--- config.mk ---
export PLATFORM = sky130hd
export DESIGN_NAME = mesh_node_table_core
export DESIGN_NICKNAME = d
export VERILOG_FILES = /design/src/rtl/mnt_pkg.sv /design/src/rtl/mnt_ctrl.sv /design/src/rtl/mnt_datapath.sv /design/src/rtl/mesh_node_table_core.sv
export SDC_FILE = /design/constraint.sdc
export NUM_CORES = 2
export LEC_CHECK = 0
export BUFFER_PORTS_ARGS = -buffer_cell sky130_fd_sc_hd__clkbuf_2
export CORE_AREA = 10 10 528 530
export DETAILED_ROUTE_END_ITERATION = 10
export DIE_AREA = 0 0 538 540
export PLACE_DENSITY = 0.66
export SLEW_MARGIN = 20
export SYNTH_ARGS = -nofsm -noshare
export SYNTH_HDL_FRONTEND = slang
export SYNTH_HIERARCHICAL = 1
export SYNTH_SLANG_ARGS = --single-unit
--- constraint.sdc ---
create_clock -name clk -period 31.2 [get_ports clk]
set_input_delay 3.12 -clock clk [delete_from_list [all_inputs] [get_ports clk]]
set_output_delay 3.12 -clock clk [all_outputs]
set_load 0.01 [all_outputs]
--- src/rtl/mnt_pkg.sv ---
// ----------------------------------------------------------------------------
// mnt_pkg
// Shared constants, codes and control types of the mesh node table.
// ----------------------------------------------------------------------------
package mnt_pkg;

  localparam int NODE_SLOTS = 16;
  localparam int IDX_W      = (NODE_SLOTS > 1) ? $clog2(NODE_SLOTS) : 1;

  localparam int ID_W       = 64;
  localparam int ADDR_IN_W  = 16;
  localparam int ADDR_W     = 15;
  localparam int ELEM_W     = 8;
  localparam int ENTRY_W    = 4;
  localparam int STATUS_W   = 2;

  localparam int IN_DATA_W  = 160;
  localparam int OUT_DATA_W = 32;

  typedef logic [IDX_W-1:0] idx_t;

  typedef enum logic [STATUS_W-1:0] {
    ST_OK          = 2'd0,
    ST_NOT_UNICAST = 2'd1,
    ST_FULL        = 2'd2,
    ST_NOT_FOUND   = 2'd3
  } mnt_status_t;

  typedef struct packed {
    logic        load;       // capture the input word
    logic        idx_clr;    // restart the slot scan
    logic        idx_inc;    // advance to the next slot
    logic        wr_id;      // write the id of the current slot
    logic        wr_fields;  // write address, elements and state of the current slot
    logic        emit;       // load the output register
    logic        emit_entry; // result carries an entry
    logic        emit_req;   // entry fields come from the request, not the slot
    mnt_status_t emit_status;
  } mnt_cmd_t;

  typedef struct packed {
    logic unicast;
    logic lookup;
    logic id_hit;
    logic free_hit;
    logic range_hit;
    logic last;
    logic out_free;
  } mnt_sts_t;

endpackage

--- src/rtl/mnt_ctrl.sv ---
// ----------------------------------------------------------------------------
// mnt_ctrl
// Sequencer of the mesh node table: walks the slots for id match, free slot
// or address range and issues writes and results to the datapath.
// ----------------------------------------------------------------------------
module mnt_ctrl (
  input  logic              clk,
  input  logic              rst_n,
  input  logic              in_tvalid,
  output logic              in_tready,
  input  mnt_pkg::mnt_sts_t sts,
  output mnt_pkg::mnt_cmd_t cmd
);
  import mnt_pkg::*;

  typedef enum logic [4:0] {
    S_IDLE      = 5'b00001,
    S_CHECK     = 5'b00010,
    S_ID_SCAN   = 5'b00100,
    S_FREE_SCAN = 5'b01000,
    S_LOOK_SCAN = 5'b10000
  } state_t;

  state_t state_r, state_nxt;

  assign in_tready = (state_r == S_IDLE);

  always_ff @(posedge clk) begin
    if (!rst_n) begin
      state_r <= S_IDLE;
    end else begin
      state_r <= state_nxt;
    end
  end

  always_comb begin
    state_nxt       = state_r;
    cmd             = '0;
    cmd.emit_status = ST_OK;
    case (state_r)
      S_IDLE: begin
        if (in_tvalid) begin
          cmd.load    = 1'b1;
          cmd.idx_clr = 1'b1;
          state_nxt   = S_CHECK;
        end
      end
      S_CHECK: begin
        if (!sts.unicast) begin
          if (sts.out_free) begin
            cmd.emit        = 1'b1;
            cmd.emit_status = ST_NOT_UNICAST;
            state_nxt       = S_IDLE;
          end
        end else if (sts.lookup) begin
          state_nxt = S_LOOK_SCAN;
        end else begin
          state_nxt = S_ID_SCAN;
        end
      end
      S_ID_SCAN: begin
        if (sts.id_hit) begin
          if (sts.out_free) begin
            cmd.wr_fields  = 1'b1;
            cmd.emit       = 1'b1;
            cmd.emit_entry = 1'b1;
            cmd.emit_req   = 1'b1;
            state_nxt      = S_IDLE;
          end
        end else if (sts.last) begin
          cmd.idx_clr = 1'b1;
          state_nxt   = S_FREE_SCAN;
        end else begin
          cmd.idx_inc = 1'b1;
        end
      end
      S_FREE_SCAN: begin
        if (sts.free_hit) begin
          if (sts.out_free) begin
            cmd.wr_id      = 1'b1;
            cmd.wr_fields  = 1'b1;
            cmd.emit       = 1'b1;
            cmd.emit_entry = 1'b1;
            cmd.emit_req   = 1'b1;
            state_nxt      = S_IDLE;
          end
        end else if (sts.last) begin
          if (sts.out_free) begin
            cmd.emit        = 1'b1;
            cmd.emit_status = ST_FULL;
            state_nxt       = S_IDLE;
          end
        end else begin
          cmd.idx_inc = 1'b1;
        end
      end
      S_LOOK_SCAN: begin
        if (sts.range_hit) begin
          if (sts.out_free) begin
            cmd.emit       = 1'b1;
            cmd.emit_entry = 1'b1;
            state_nxt      = S_IDLE;
          end
        end else if (sts.last) begin
          if (sts.out_free) begin
            cmd.emit        = 1'b1;
            cmd.emit_status = ST_NOT_FOUND;
            state_nxt       = S_IDLE;
          end
        end else begin
          cmd.idx_inc = 1'b1;
        end
      end
      default: begin
        state_nxt = S_IDLE;
      end
    endcase
  end

endmodule

--- src/rtl/mnt_datapath.sv ---
// ----------------------------------------------------------------------------
// mnt_datapath
// Slot register file, request register, scan counter, slot compares and the
// output register of the mesh node table.
// ----------------------------------------------------------------------------
module mnt_datapath (
  input  logic                               clk,
  input  logic                               rst_n,
  input  logic                               in_tuser,
  input  logic [mnt_pkg::IN_DATA_W-1:0]      in_tdata,
  output logic                               out_tvalid,
  input  logic                               out_tready,
  output logic [mnt_pkg::OUT_DATA_W-1:0]     out_tdata,
  input  mnt_pkg::mnt_cmd_t                  cmd,
  output mnt_pkg::mnt_sts_t                  sts
);
  import mnt_pkg::*;

  logic [ID_W-1:0]      id_hi_r   [NODE_SLOTS];
  logic [ID_W-1:0]      id_lo_r   [NODE_SLOTS];
  logic [ADDR_W-1:0]    base_r    [NODE_SLOTS];
  logic [ELEM_W-1:0]    elems_r   [NODE_SLOTS];
  logic                 onoff_r   [NODE_SLOTS];

  logic                 req_lookup_r;
  logic [ID_W-1:0]      req_id_hi_r;
  logic [ID_W-1:0]      req_id_lo_r;
  logic [ADDR_IN_W-1:0] req_addr_r;
  logic [ELEM_W-1:0]    req_elems_r;
  logic                 req_onoff_r;

  idx_t                 idx_r;

  logic                 out_valid_r;
  mnt_status_t          out_status_r;
  logic [ENTRY_W-1:0]   out_entry_r;
  logic [ADDR_W-1:0]    out_addr_r;
  logic [ELEM_W-1:0]    out_elems_r;
  logic                 out_state_r;

  logic [ADDR_IN_W-1:0] slot_end;

  always_ff @(posedge clk) begin
    if (cmd.load) begin
      req_lookup_r <= in_tuser;
      req_id_hi_r  <= in_tdata[63:0];
      req_id_lo_r  <= in_tdata[127:64];
      req_addr_r   <= in_tdata[143:128];
      req_elems_r  <= in_tdata[151:144];
      req_onoff_r  <= in_tdata[152];
    end
  end

  always_ff @(posedge clk) begin
    if (!rst_n) begin
      idx_r <= '0;
    end else if (cmd.idx_clr) begin
      idx_r <= '0;
    end else if (cmd.idx_inc) begin
      idx_r <= idx_r + idx_t'(1);
    end
  end

  always_ff @(posedge clk) begin
    if (!rst_n) begin
      for (int i = 0; i < NODE_SLOTS; i++) begin
        id_hi_r[i] <= '0;
        id_lo_r[i] <= '0;
        base_r[i]  <= '0;
        elems_r[i] <= '0;
        onoff_r[i] <= 1'b0;
      end
    end else begin
      if (cmd.wr_id) begin
        id_hi_r[idx_r] <= req_id_hi_r;
        id_lo_r[idx_r] <= req_id_lo_r;
      end
      if (cmd.wr_fields) begin
        base_r[idx_r]  <= req_addr_r[ADDR_W-1:0];
        elems_r[idx_r] <= req_elems_r;
        onoff_r[idx_r] <= req_onoff_r;
      end
    end
  end

  assign slot_end = ADDR_IN_W'(base_r[idx_r]) + ADDR_IN_W'(elems_r[idx_r]);

  always_comb begin
    sts.unicast   = (req_addr_r != '0) && !req_addr_r[ADDR_IN_W-1];
    sts.lookup    = req_lookup_r;
    sts.id_hit    = (id_hi_r[idx_r] == req_id_hi_r) && (id_lo_r[idx_r] == req_id_lo_r);
    sts.free_hit  = (base_r[idx_r] == '0);
    sts.range_hit = (ADDR_IN_W'(base_r[idx_r]) <= req_addr_r) && (slot_end > req_addr_r);
    sts.last      = (idx_r == idx_t'(NODE_SLOTS - 1));
    sts.out_free  = !out_valid_r || out_tready;
  end

  always_ff @(posedge clk) begin
    if (!rst_n) begin
      out_valid_r <= 1'b0;
    end else if (cmd.emit) begin
      out_valid_r <= 1'b1;
    end else if (out_tready) begin
      out_valid_r <= 1'b0;
    end
  end

  always_ff @(posedge clk) begin
    if (cmd.emit) begin
      out_status_r <= cmd.emit_status;
      if (!cmd.emit_entry) begin
        out_entry_r <= '0;
        out_addr_r  <= '0;
        out_elems_r <= '0;
        out_state_r <= 1'b0;
      end else if (cmd.emit_req) begin
        out_entry_r <= ENTRY_W'(idx_r);
        out_addr_r  <= req_addr_r[ADDR_W-1:0];
        out_elems_r <= req_elems_r;
        out_state_r <= req_onoff_r;
      end else begin
        out_entry_r <= ENTRY_W'(idx_r);
        out_addr_r  <= base_r[idx_r];
        out_elems_r <= elems_r[idx_r];
        out_state_r <= onoff_r[idx_r];
      end
    end
  end

  assign out_tvalid = out_valid_r;
  assign out_tdata  = {2'b00, out_state_r, out_elems_r, out_addr_r, out_entry_r, out_status_r};

endmodule

--- src/rtl/mesh_node_table_core.sv ---
// ----------------------------------------------------------------------------
// mesh_node_table_core
// Table of mesh nodes keyed by a 128-bit device id, with store or update by
// id and lookup by unicast address range.
//
//   Channel   Direction  Carries
//   in_*      slave      one request word: store by id or look up by address
//   out_*     master     one result word per request
//
// A request whose address is not unicast is answered from the check step. A lookup
// ends at the first slot whose range holds the address, and a store scans first for
// a matching id, then for a free slot; each scan visits one slot of the register
// file per cycle. Reset clears every slot at once.
// A new word is taken while a result still waits on out_tready; the scan holds at
// its final step until the output register is free.
// ----------------------------------------------------------------------------
module mesh_node_table_core (
  input  logic                               clk,
  input  logic                               rst_n,
  input  logic                               in_tvalid,
  output logic                               in_tready,
  input  logic                               in_tuser,  // action
  // uuid_high, uuid_low, address, element_count, onoff, zero fill
  input  logic [mnt_pkg::IN_DATA_W-1:0]      in_tdata,
  output logic                               out_tvalid,
  input  logic                               out_tready,
  // status, entry_index, node_address, node_elements, node_state, zero fill
  output logic [mnt_pkg::OUT_DATA_W-1:0]     out_tdata
);
  import mnt_pkg::*;

  mnt_cmd_t cmd;
  mnt_sts_t sts;

  mnt_ctrl u_ctrl (
    .clk       (clk),
    .rst_n     (rst_n),
    .in_tvalid (in_tvalid),
    .in_tready (in_tready),
    .sts       (sts),
    .cmd       (cmd)
  );

  mnt_datapath u_datapath (
    .clk        (clk),
    .rst_n      (rst_n),
    .in_tuser   (in_tuser),
    .in_tdata   (in_tdata),
    .out_tvalid (out_tvalid),
    .out_tready (out_tready),
    .out_tdata  (out_tdata),
    .cmd        (cmd),
    .sts        (sts)
  );

endmodule
After elaboration in Yosys (flattened, before gate mapping)
Memories as Yosys holds them, arrays and structs flattened. A register that Yosys moved wholly into a read port is not among the register bits.
Cells that the tools add are included.

word-level totals
  memories kept = 5
  logic and storage cells = 131
  register bits after elaboration = 194
  output and inout bits = 34
  memory bits (writable) = 2432
  input port bits = 165

memory list
  name                depth  width  rd ports  clocked after memory_dff  wr ports  RTL line            source
  u_datapath.id_hi_r  16     64     1         1                         16        mnt_datapath.sv:19  logic [ID_W-1:0] id_hi_r [NODE_SLOTS];
  u_datapath.id_lo_r  16     64     1         1                         16        mnt_datapath.sv:20  logic [ID_W-1:0] id_lo_r [NODE_SLOTS];
  u_datapath.base_r   16     15     1         1                         16        mnt_datapath.sv:21  logic [ADDR_W-1:0] base_r [NODE_SLOTS];
  u_datapath.elems_r  16     8      1         1                         16        mnt_datapath.sv:22  logic [ELEM_W-1:0] elems_r [NODE_SLOTS];
  u_datapath.onoff_r  16     1      1         1                         16        mnt_datapath.sv:23  logic onoff_r [NODE_SLOTS];

cells by class
  reduce and logical (&&, ||, !) cells = 16
  multiplexer cells = 81
  bitwise gates (word level) = 1
  $add $sub $neg = 2
  equal/unequal tests = 10
  magnitude comparators = 2

operators by type and width
  kind                                                 number
  equality test 64 bit                                 2
  2-to-1 mux 64 bit                                    2
  OR reduction 64 bit                                  2
  2-to-1 mux 4 bit                                     17
  2-to-1 mux 5 bit                                     10
  2-to-1 mux 15 bit                                    2
  2-to-1 mux 1 bit                                     29
  one-hot mux 5 bit (5 select lines)                   1
  2-to-1 mux 2 bit                                     11
  adder 15 x 8 -> 16 bit                               1
  > comparator 16 bit                                  1
  less-or-equal comparator 15 x 16 -> 1 bit            1
  2-to-1 mux 8 bit                                     2
  nonzero test 16 bit                                  1
  logical NOT 15 bit                                   1
  OR reduction 15 bit                                  1
  OR reduction 8 bit                                   1
  one-hot mux 1 bit (2 select lines)                   3
  one-hot mux 1 bit (3 select lines)                   2
  one-hot mux 2 bit (3 select lines)                   1
  equality test 5 x 1 -> 1 bit, second input constant  1
  equality test 5 x 2 -> 1 bit, second input constant  1
  equality test 5 x 3 -> 1 bit, second input constant  1
  equality test 5 x 4 -> 1 bit, second input constant  1
  other kinds (14)                                     17

Longest topological paths before layout
  word-level depth = 10
  gate-level depth with buffers = 37

Cells and area by module
Netlist, hierarchy kept.

modules (own cells, without submodules)
  module        seq. area each (um2)  area each (um2)  instances  cells each
  mnt_datapath  78575.4               119343.2         1          7943
  mnt_ctrl      100.1                 529.3            1          74

Worst setup path before layout
No wires, ideal clock.

  path type = input to register
  start = in in_tvalid
  end = reg (tool-made name)
  stages on the path = 5
  buffers on the path = 0
  data required time = 31079 ps
  setup slack = 18766 ps
  arrival = 12313 ps
  cell sequence = inv_1 -> nor4b_2 -> nand2b_1 -> nand2b_1 -> nor2_1

RTL lines
  element          RTL line                    source
  start, declared  mesh_node_table_core.sv:20  input logic in_tvalid,

==> results.toml <==
[run_status]
outcome = "completed"

[finish]
fin_nets = 7970
area_growth_pct = 10.2
fin_cells = 11500
fin_util_pct = 49.4
final_layout_size_suffix_gt1_share_pct = 17.6
final_area_um2 = 132000

[sta]
max_slew.worst_pin.slew_ps = 1190
fin_setup_tns_ps = 0
hold_ws_ps = 472
hold_viol_final = 0
period_share_pct = 36.1
fin_ws_ps = 19940
relSlewSlack_pct = 20.9
slew_violations = 0
fmax_mhz = 88.8
fin_worst_skew_ps = 85.8
layout_min_cycle_time_ps = 11260
finalSetupViolations = 0
grt_setup_unrepaired = "no"

[power]
design_power_total_mw = 7.73
power_density_nw_per_um2 = 58.6
irDropWorstVdd_mv = 0.0471
p_leak_nw = 50.0

[critical_path]
rr_endpoint = "u_datapath/elems_r[1][6]"
worstSetupEndpoint = "u_datapath/elems_r[1][6]"
critPathArrivalTime_ps = 11760
crit_fanout = 38
setup.worst_path.end_class = "register"
required_ps = 31700
rr_worst_depth = 23
critPathKind = "register to register"
startpoint_type = "register"
reg2reg_slack_ps = 19940

[synth]
ys_types = 81
synth_edf_count = 2600
ys_seq_area_share_pct = 65.6
netlist_area_um2 = 120000
async_flop_share_pct = 0
ys_top_cells_by_area = "edfxtp_1, mux4_2, and3_1"
postSynthAreaPerCell_um2 = 15.0
netlist_instances = 8017
ys_ff_latch = 2630
yosysWarnings = 6
synth_top_area_share_pct = 65.1
synth_top_area_cell = "edfxtp_1"
ys.flop_type = "edfxtp_1"

[cts]
cts_resized = 0
clock_latency_ps = 900
post_cts_buffers = 0
cts_hold_buf = 0
cts_sinks = 2630
htreeDepth = 5
path_clk_slew_ps = 60
numCtsBuffers = 288
root_buffer = "clkbuf_16"
cts_buffer_depth = 4
cts_tree = "yes"

[floorplanning]
rows = 190
core_area_um2 = 267000
fp.dieArea_um2 = 291000
initial_core_util_pct = 44.8
fp.dieW_um = 538
io_pins = 199
die_h_um = 540

[worst_hold_path]
hp-start = "u_datapath/onoff_r[1]"
hp-class = "register to register"
hold_depth = 2

[grt]
grt_max_degree = 199
grt_pass1_wl_mm = 521
grt_usage_pct = 24.1
grt.overflow.total = 0
grt_pass1_vias = 73100
antenna_found_initial = 23

[placed_design]
pre_cts_ws_ps = 20060
hpwl_mm = 196
placed_cell_area_um2 = 123000
dp_cells = 11000
gp_congestion = 0.877
port_buffers = 189

[drt]
first_pass_iters = 6
wire_per_inst_um = 31.2
wl_mm = 360
drt-vias-per-instance = 6.40
vias = 73800
drtAntennaViolNets = 0
drtIter0Drc = 9572
drc = 0

[job]
drv_cap = 0
==> placed cells by master, fill, tap and decap left out, types with 36 or more instances in the layout <==
master | synthesis | final
ha_1 | 43 | 39
and2_1 | 294 | 294
nor3_1 | 180 | 175
clkinv_2 | 0 | 40
nor4_1 | 74 | 73
mux4_2 | 549 | 549
a221oi_1 | 40 | 40
clkbuf_16 | 0 | 290
xor2_1 | 81 | 81
o22ai_1 | 43 | 43
mux2i_1 | 237 | 237
edfxtp_1 | 2600 | 2600
clkinv_1 | 11 | 82
a21oi_1 | 64 | 64
nor2_1 | 281 | 277
a22oi_1 | 53 | 53
nand2_1 | 238 | 222
xnor2_1 | 101 | 101
clkbuf_2 | 0 | 188
and3_1 | 1732 | 1732
buf_4 | 37 | 172
inv_1 | 37 | 36
clkbuf_1 | 712 | 64
o21ai_0 | 68 | 57
==> kinds of logic after synthesis <==
family / count (synthesis) / synth area share (%)
DFF: 2630 / 65.6
buffers and inverters: 976 / 3.47
other: 1 / 0.00313
xor gates and xnor gates: 182 / 1.33
adders and majority gates: 44 / 0.466
AOI/OAI and AO/OA: 421 / 2.34
muxes: 819 / 12.6
and+or+nand+nor: 2944 / 14.1
==> sequential cells by signal, summed over array words and instances (netlist names), 15 cells and up, named ones only <==
| signal | flops |
|---|---|
| u_datapath/req_id_lo_r | 64 |
| u_datapath/base_r | 240 |
| u_datapath/id_lo_r | 1024 |
| u_datapath/id_hi_r | 1024 |
| u_datapath/out_addr_r | 15 |
| u_datapath/req_id_hi_r | 64 |
| u_datapath/req_addr_r | 16 |
| u_datapath/onoff_r | 16 |
| u_datapath/elems_r | 128 |
==> layout make-up <==
class | instances | area, µm²
clock buffers | 354 | 7500
repair buffers | 378 | 2570
clock inverters | 152 | 1300
inverters | 51 | 203
diodes | 5 | 12.5
flip-flops and latches | 2630 | 78700
fillers | 22300 | 135000
multi-input cells | 4412 | 37400
well taps | 3552 | 4440
==> worst max-delay path, stage by stage (launching register included) <==
cell,delay [ps]
dfxtp_4,610
buf_4,770
buf_4,740
buf_4,720
buf_4,690
and2b_2,470
buf_4,590
a221oi_1,230
a221oi_1,1010
o211a_1,280
nand4_1,200
nor4_1,310
nand4_1,170
nor4_2,310
buf_4,240
nand2_1,70
nor2_1,200
nor2_1,110
nor2b_4,110
buf_4,490
nand3_2,720
nor3_2,860
nand2b_1,390
buf_4,380
==> cells in the mapped netlist, types with 38 or more instances <==
cell and count:
nor2b_1 38, clkbuf_1 712, mux2i_1 237, buf_1 58, mux4_2 549, buf_2 85, nor4_1 74, xnor2_1 101
a22oi_1 53, xor2_1 81, a221oi_1 40, nand2_1 238, o22ai_1 43, a21oi_1 64, edfxtp_1 2600, ha_1 43
nor2_1 281, o21ai_0 68, nor3_1 180, and2_1 294, and3_1 1732
==> metal layers <==
layer | GRT usage [%] | up-vias | routed length, µm
met3 | 4.39 | 814 | 37300
met2 | 38.2 | 4423 | 169000
li1 | - | 30400 | -
met1 | 33.0 | 38100 | 138000
met4 | 9.60 | 8 | 16700
met5 | 0 | - | 46
==> report_power, final <==
group / total (mW) / switching (mW) / internal (mW)
combinational: 0.341 / 0.240 / 0.101
sequential: 4.14 / 0.101 / 4.04
clock: 3.25 / 1.41 / 1.84
==> worst min-delay path by stage <==
| stage | end | slack (ps) |
|---|---|---|
| CTS | u_datapath/onoff_r[1] | 470 |
| global placement | u_datapath/onoff_r[2] | 460 |
| detailed placement | u_datapath/onoff_r[1] | 460 |
| global route | u_datapath/onoff_r[0] | 490 |
| finish | u_datapath/onoff_r[1] | 470 |
| floorplan | u_datapath/onoff_r[10] | 440 |
No activity file was read; power rests on OpenSTA's default activity.
